$ cat src/hcf_pkg.sv
`default_nettype none
package hcf_pkg;
  localparam int FRACTION_BITS = 8;
  localparam int HSL_BITS = 16;
  localparam int FW = FRACTION_BITS + 1;
  localparam int HW = HSL_BITS + 1;
  localparam logic [FW-1:0] FRAC_ONE = FW'(1) << FRACTION_BITS;
  localparam logic [HW-1:0] HSL_ONE = HW'(1) << HSL_BITS;
  localparam int DNW = 12;
  localparam int DDW = 11;
  // Lightness is sum * 2^(HSL_BITS-1) / 255, taken as a multiply by a rounded-up reciprocal.
  localparam int LRW = HSL_BITS + 9;
  localparam logic [LRW-1:0] L_RECIP = LRW'(((64'd1 << (HSL_BITS + 16)) + 64'd254) / 64'd255);
  localparam int L_SHIFT = 17;

  typedef struct packed {
    logic [FW-1:0] t;
    logic [7:0]    ar, ag, ab, br, bg, bb;
  } in_t;

  typedef struct packed {
    logic [7:0] r, g, b;
  } rgb_t;

  typedef struct packed {
    logic [HW-1:0] h, s, l;
  } hsl_t;

  typedef struct packed {
    logic [8:0]  num_s;
    logic [8:0]  den_s;
    logic [11:0] num_h;
    logic [10:0] den_h;
    logic [8:0]  sum;
    logic        sat_zero;
    logic        hue_zero;
  } prep_t;

  function automatic prep_t prep(input logic [7:0] r, input logic [7:0] g,
                                 input logic [7:0] b);
    prep_t p;
    logic [7:0] mx, mn, c;
    logic [8:0] sum;
    mx = r;
    mn = r;
    if (g > mx) mx = g;
    if (b > mx) mx = b;
    if (g < mn) mn = g;
    if (b < mn) mn = b;
    c = mx - mn;
    sum = {1'b0, mx} + {1'b0, mn};
    p.sum = sum;
    p.num_s = {1'b0, c};
    p.den_s = (sum > 9'd255) ? (9'd510 - sum) : sum;
    p.sat_zero = (sum == 9'd0) || (sum == 9'd510);
    p.hue_zero = (c == 8'd0);
    p.den_h = 11'(c) * 11'd6;
    if (mx == r) begin
      p.num_h = (g >= b) ? 12'(g - b) : (12'(c) * 12'd6 - 12'(b - g));
    end else if (mx == g) begin
      p.num_h = 12'(c) * 12'd2 + 12'(b) - 12'(r);
    end else begin
      p.num_h = 12'(c) * 12'd4 + 12'(r) - 12'(g);
    end
    return p;
  endfunction
endpackage
`default_nettype wire

$ cat src/hcf_div.sv
`default_nettype none
// Pipelined restoring divider: quotient = floor(num * 2^HSL_BITS / den),
// one quotient bit per stage.
module hcf_div (
  input  wire logic                    clk,
  input  wire logic                    en,
  input  wire logic [hcf_pkg::DNW-1:0] num,
  input  wire logic [hcf_pkg::DDW-1:0] den,
  output logic [hcf_pkg::HW-1:0]       quo
);
  localparam int QB = hcf_pkg::HW;
  localparam int HB = hcf_pkg::HSL_BITS;
  localparam int DW = hcf_pkg::DDW;
  localparam int RW = hcf_pkg::DNW + HB + 1;
  logic [RW-1:0] rem_r [QB-1];
  logic [DW-1:0] den_r [QB-1];
  logic [QB-1:0] q_r   [QB];

  for (genvar i = 0; i < QB; i++) begin : g_st
    logic [RW-1:0] rem_in;
    logic [DW-1:0] den_in;
    logic [QB-1:0] q_in;
    logic [RW-1:0] dsh;
    logic          take;
    if (i == 0) begin : g_first
      assign rem_in = RW'(num) << HB;
      assign den_in = den;
      assign q_in = '0;
    end else begin : g_next
      assign rem_in = rem_r[i-1];
      assign den_in = den_r[i-1];
      assign q_in = q_r[i-1];
    end
    assign dsh = RW'(den_in) << (QB - 1 - i);
    assign take = (rem_in >= dsh);
    always_ff @(posedge clk) begin
      if (en) begin
        q_r[i] <= take ? (q_in | (QB'(1) << (QB - 1 - i))) : q_in;
      end
    end
    if (i < QB - 1) begin : g_carry
      always_ff @(posedge clk) begin
        if (en) begin
          rem_r[i] <= take ? (rem_in - dsh) : rem_in;
          den_r[i] <= den_in;
        end
      end
    end
  end

  assign quo = q_r[QB-1];
endmodule
`default_nettype wire

$ cat config.mk
export PLATFORM = sky130hd
export DESIGN_NAME = hcf_div
export DESIGN_NICKNAME = d
export VERILOG_FILES = /design/src/hcf_pkg.sv /design/src/hcf_div.sv
export SDC_FILE = /design/constraint.sdc
export NUM_CORES = 1
export LEC_CHECK = 0
export BUFFER_PORTS_ARGS = -buffer_cell sky130_fd_sc_hd__buf_2
export CORE_MARGIN = 2
export CORE_UTILIZATION = 60
export CTS_CLUSTER_SIZE = 16
export DETAILED_ROUTE_END_ITERATION = 7
export PLACE_DENSITY_LB_ADDON = 0.05
export RECOVER_POWER = 25
export SLEW_MARGIN = 10
export SYNTH_ARGS = -nofsm -noshare
export SYNTH_HDL_FRONTEND = slang
export SYNTH_SLANG_ARGS = --single-unit
$ cat constraint.sdc
create_clock -name clk -period 8.8 [get_ports clk]
set_input_delay 1.76 -clock clk [delete_from_list [all_inputs] [get_ports clk]]
set_output_delay 1.76 -clock clk [all_outputs]
set_load 0.01 [all_outputs]
==> results of run 1 <==
## worst max-delay path, delay by kind of cell (launching register included)
kind | cells | cell delay [ns]
simple gates | 5 | 2.37
mux | 1 | 0.56
flops | 1 | 0.43
## synth_stat cells (6+ instances only)
library cell	instances	area share, %
a21o_1	52	1.2
nand2_1	151	1.7
or3_1	24	0.45
and3_1	13	0.24
xor2_1	118	3.1
o211ai_1	9	0.20
or4_1	27	0.61
o21ai_0	139	2.1
mux2_2	36	1.2
fa_1	16	0.96
a31o_2	6	0.16
nor4_1	43	0.81
o21a_1	33	0.74
ha_1	186	7.0
a21boi_0	7	0.16
buf_2	9	0.14
xnor2_1	139	3.7
nand3b_1	8	0.18
nand4_1	35	0.66
a21oi_1	151	2.3
or2_2	14	0.26
nand3_1	46	0.69
o31ai_1	16	0.36
nor3_1	77	1.2
nor2b_1	28	0.53
a211oi_1	17	0.38
and2_1	7	0.13
nor4b_1	7	0.18
o21bai_1	12	0.27
nor2_1	191	2.2
nand2b_1	48	0.90
edfxtp_1	657	59
o31a_1	8	0.21
inv_1	241	2.7
and4_1	7	0.18
clkbuf_1	35	0.39
o41ai_1	8	0.21
a31oi_1	15	0.28
## logic make-up (layout without fill, tap and decap cells)
family,count (synthesis),in the layout,share of synthesized area [%]
AOI/OAI and AO/OA,524,524,9.88
xor gates and xnor gates,257,257,6.76
adders and majority gates,202,202,7.95
buffers and inverters,286,416,3.28
DFF,657,657,59.2
muxes,38,38,1.30
and+or+nand+nor,753,753,11.6
## sequential cells by signal, indices dropped and copies added (netlist names)
name   count
rem_r    328
q_r      153
den_r    176
## power groups by stage
stage	registers, mW	logic [mW]	clock network, mW
floorplan	4.57	2.20	0
global placement	4.70	2.76	0
detailed placement	4.72	2.83	0
CTS	4.66	2.86	3.18
global route	4.73	3.22	3.29
finish	4.67	2.88	3.10
## layout make-up
cell class | count | area [sq um] | share of cell area, %
flip-flops and latches | 657 | 19700 | 53.5
repair buffers | 49 | 309 | 0.839
inverters | 241 | 905 | 2.46
clock inverters | 44 | 632 | 1.71
clock buffers | 82 | 1820 | 4.93
multi-input cells | 1774 | 12500 | 34.0
well taps | 748 | 936 | 2.54
## worst max path at each step
stage,start,slack (ns),to
6_report,rem_r[14][17],5.19,rem_r[15][11]
5_1_grt,rem_r[14][17],4.95,rem_r[15][11]
4_1_cts,rem_r[11][18],5.14,rem_r[12][24]
3_5_place_dp,den[1],4.96,rem_r[0][25]
3_3_place_gp,num[2],5.00,rem_r[0][26]
2_1_floorplan,den[9],5.22,rem_r[0][16]
## metrics by stage
step	area, sq um	power (mW)	util (%)	cells	worst slack, ns
after floorplan	33300	6.77	-	2717	5.22
after global placement	34400	7.46	62.5	3469	5.00
after detailed placement	34400	7.55	62.5	3469	4.96
after CTS	36800	10.7	67.0	3595	5.14
after global routing	36800	11.2	67.0	3595	4.95
final	36800	10.7	67.0	3595	5.19
## routing by layer
metal / vias to the layer above / track usage (%) / routed length, um
met5: - / 0 / 0
met3: 128 / 3.31 / 2580
li1: 10152 / - / -
met2: 409 / 39.7 / 31900
met1: 9893 / 27.7 / 26200
met4: 0 / 8.09 / 2040
==> results.cfg, run 1 <==
[run_status]
status = finished clean

[synthesis]
synthCells = 2717
syn_area_per_cell_sq_um = 12.3
synth_fp_nets = 2944
synth-edff-count = 657
yosysUniqueCellTypes = 74
synth_ff_type = edfxtp_1
yosys_warnings = 0
ys_async_sr_fraction_pct = 0
ys_seq_area_share_pct = 59.2
syn-cell-area_sq_um = 33300
synth_seq_cells = 657

[min_path]
hold_depth = 0
whs_endpoint = q_r[1][32]
hold_path.class = flip-flop to flip-flop
hp-start = q_r[1][15]

[cells_and_area]
final_common_cell = edfxtp_1
syn2layout_area_growth_pct = 10.6
fillers = 3950
drive_gt1_share_pct = 7.97
fin_nets = 3021
final_cell_mix = edfxtp_1, inv_1, nor2_1
antenna_cells = 0

[power_and_ir_drop]
vdd_drop_max_v = 0.000185
power.share.sequential_pct = 43.8
power_density_nw_per_um2 = 289
p_comb_share_pct = 27.0
p_int_mw = 7.42
pwr-share-clk_pct = 29.1
leakagePower_nw = 13.9
switching_share_pct = 30.4
switching_power_mw = 3.23

[detailed_routing]
detail_route.wl_per_cell_um = 17.4
vias = 20582
drc = 0
antenna_left = 0
wl_mm = 62.7
via_per_inst = 5.73
dr.pass1.iters = 5
drt_iter0_drc = 1460

[setup_path]
startpoint_type = flip-flop
cpPeakStageDelay_ns = 0.78
cp.required_ns = 9.14
cpMaxStageDelayCell = nand3_1
rrSetupSlack_ns = 5.19
r2r-start = rem_r[14][17]
critPathCaptureType = flip-flop
worstPathMaxFanout = 26
reg2reg_depth = 6
r2r-end = rem_r[15][11]
cp_cell_sequence = or4_1, or3_1, nor3_1, nor3b_2, nand3_1, mux2_2
worstSetupPathType = flip-flop to flip-flop
cp.arrival_ns = 3.96

[floorplanning]
die_y_um = 240
num_rows = 86
start_util_pct = 60.6
core-area_sq_um = 55000
ios = 42
die_area_sq_um = 57400
die_w_um = 240

[global_route]
grt_use_total_pct = 22.3
gr-total-overflow = 0
grt_pass1_vias = 20419
grt_start_max_net_pins = 204
grt_antenna_before_repair = 0
grt_pass1_wl_mm = 101

[placed_design]
portBuffers = 41
place_congestion = 0.883
hpwl_mm = 45.1

[sta]
relSlewSlack_pct = 22.8
fin_tns_setup_ns = 0
finalSetupViolCount = 0
hold_ws_ns = 0.412
finalCritPeriodShare_pct = 41.1
slew_violations = 0
fmax_mhz = 277
finalHoldViolCount = 0
skew_ns = 0.0149
rsz0062_at_grt = false
tightest_slew_ns = 1.15
timing.final.crit_period_ns = 3.61

[flow_run]
maxCapViolCount = 0

[clocking]
numCtsBuffers = 71
cts.clk_slew.worst_paths_ns = 0.06
tritoncts = yes
cts-hold-fix-buffers = 0
cts_resized = 0
clk_latency_ns = 0.61
post_cts_buffers = 0
htreeDepth = 3
cts-root-buf = clkbuf_16
cts_buffer_depth = 3
cts.sinks = 657
(Power assumes the default switching activity.)
==> run 2: changes to the inputs <==
--- a/config.mk
+++ b/config.mk
@@ -5,6 +5,7 @@
 export SDC_FILE = /design/constraint.sdc
 export NUM_CORES = 1
 export LEC_CHECK = 0
+export ABC_AREA = 1
 export BUFFER_PORTS_ARGS = -buffer_cell sky130_fd_sc_hd__buf_2
 export CORE_MARGIN = 2
 export CORE_UTILIZATION = 60
==> constraint.sdc (replaced) <==
create_clock -name clk -period 3.58 [get_ports clk]
set_input_delay 0.716 -clock clk [delete_from_list [all_inputs] [get_ports clk]]
set_output_delay 0.716 -clock clk [all_outputs]
set_load 0.01 [all_outputs]
==> results.cfg, run 2 <==
[run_status]
status = finished, violations left
violations = max-capacitance violations, max-slew violations

[floorplanning]
num_rows = 94
die_area_sq_um = 69100
ios = 42
start_util_pct = 60.8
die_y_um = 263
die_w_um = 263
core-area_sq_um = 66100

[synthesis]
synth_area_leaders = edfxtp_1, nand2_1, inv_1, ha_1, nor2_1
synth_top_area_share_pct = 49.1
synth_fp_nets = 5048
synthCells = 4821
synth_seq_cells = 657
syn_area_per_cell_sq_um = 8.34
synth-edff-count = 657
yosys_warnings = 0
yosysUniqueCellTypes = 50
synth_ff_type = edfxtp_1
yosys-top-cells-count = nand2_1, inv_1, edfxtp_1, nor2_1, nand3_1
synth_most_common_cell = nand2_1
ys_seq_area_share_pct = 49.1
ys_async_sr_fraction_pct = 0
synth_top_area_cell = edfxtp_1
syn-cell-area_sq_um = 40200

[detailed_routing]
vias = 30943
wl_met1_mm = 44.3
drt_iter0_drc = 2713
antenna_left = 0
via_per_inst = 5.29
routed.top_layer = met4
met3_length_mm = 5.60
wl_mm = 94.9
drc = 0
detail_route.wl_per_cell_um = 16.2
dr.pass1.iters = 6
wl_met2_mm = 43.1

[clocking]
cts_resized = 0
numCtsBuffers = 72
post_cts_buffers = 0
tritoncts = yes
cts-root-buf = clkbuf_16
cts-hold-fix-buffers = 0
htreeDepth = 3
cts.sinks = 657
cts.clk_slew.worst_paths_ns = 0.06
cts_buffer_depth = 3
clk_latency_ns = 0.61

[sta]
timing.final.crit_period_ns = 2.66
finalSetupViolCount = 0
fmax_mhz = 376
tightest_slew_ns = 1.62
hold_ws_ns = 0.299
relSlewSlack_pct = -7.80
slew_violations = 48
rsz0062_at_grt = false
finalHoldViolCount = 0
setup_ws_ns = 0.919
fin_tns_setup_ns = 0
finalCritPeriodShare_pct = 74.3
skew_ns = 0.0215

[global_route]
grt_use_total_pct = 27.5
gr-total-overflow = 0
grt_pass1_vias = 28899
grt_antenna_before_repair = 1
grt_pass1_wl_mm = 151
grt_start_max_net_pins = 100

[cells_and_area]
final_cell_mix = nand2_1, inv_1, edfxtp_1
top_register = rem_r
final_common_cell = nand2_1
reg.largest.list = rem_r (328), den_r (176), q_r (153)
syn2layout_area_growth_pct = 8.76
drive_gt1_share_pct = 7.19
fin_nets = 5149
fillers = 5649
multi_input_area_sq_um = 16900
seq_area_sq_um = 19700
largest_reg_flops = 328

[power_and_ir_drop]
vdd_drop_max_v = 0.000511
power_density_nw_per_um2 = 660
leakagePower_nw = 19.8

[setup_path]
r2r-start = rem_r[14][2]
worstSetupPathType = flip-flop to flip-flop
worstPathMaxFanout = 22
cp.arrival_ns = 3.01
rrSetupSlack_ns = 0.92
critPathCaptureType = flip-flop
cpMaxStageDelayCell = fa_1
reg2reg_depth = 10
r2r-end = rem_r[15][6]
cpPeakStageDelay_ns = 0.54
startpoint_type = flip-flop
cp_common_cell = nand2_1
cp_cell_sequence = fa_1, nand2_1, nand3_1, nand3_1, nand2_1, nand2_1, nand2_1, nor2_4, buf_4, o21ai_0
cp.required_ns = 3.93

[min_path]
hold_depth = 1
whs_endpoint = den_r[0][9]
hp-start = den[9]
hold_path.class = primary input to flip-flop

[flow_run]
maxCapViolCount = 1

[placed_design]
hpwl_mm = 73.5
pre_cts_slack_ns = 0.637
place_congestion = 0.925
portBuffers = 41
-- run 2: worst max-delay path by stage --
stage	slack, ns	from	depth (start not counted)	to
detailed placement	0.64	den[6]	10	rem_r[0][17]
CTS	0.93	rem_r[14][2]	10	rem_r[15][6]
floorplan	1.34	num[0]	9	rem_r[0][28]
finish	0.92	rem_r[14][2]	10	rem_r[15][6]
global placement	0.65	den[8]	11	rem_r[0][17]
global route	0.66	rem_r[14][2]	10	rem_r[15][6]
-- run 2: cells by family after synthesis --
logic type      Yosys count  share of synthesized area, %
compound gates          353                          5.33
xor+xnor                136                          2.96
fa+ha+maj               202                          6.58
buf+inv                 874                          8.82
flops                   657                          49.1
simple gates           2599                          27.2
-- run 2: stage by stage --
step                      power [mW]  area [sq um]  instances  util, %
after floorplan                 18.7         40200       4821        -
after global placement          21.3         41400       5712     62.7
after detailed placement        21.4         41400       5712     62.7
after CTS                       28.9         43800       5844     66.2
after global routing            30.8         43700       5844     66.2
final                           28.8         43700       5845     66.2
-- run 2: per-layer routing --
layer  vias up  track usage [%]
met4         0             6.35
met1     14251             39.4
li1      15749                -
met5         -                0
met3       130             3.89
met2       813             44.5
-- run 2: layout make-up --
class / instances / area share, %
diodes: 1 / 0.00572
inverters: 835 / 7.21
multi-input cells: 3290 / 38.7
repair buffers: 66 / 1.13
flip-flops and latches: 657 / 45.1
clock inverters: 42 / 0.927
well taps: 864 / 2.47
clock buffers: 90 / 4.42
-- run 2: power breakdown --
part           switching [mW]  internal (mW)
clock network            3.02           4.35
registers                1.12           10.3
logic                    6.51           3.50
total                    10.6           18.2
-- run 2: critical path: cells and delay by family (launching register included) --
family,cells,cell delay [ns]
AOI/OAI and AO/OA,1,0.10
buffers and inverters,1,0.28
DFF,1,0.44
adders and majority gates,1,0.54
and+or+nand+nor,7,1.06
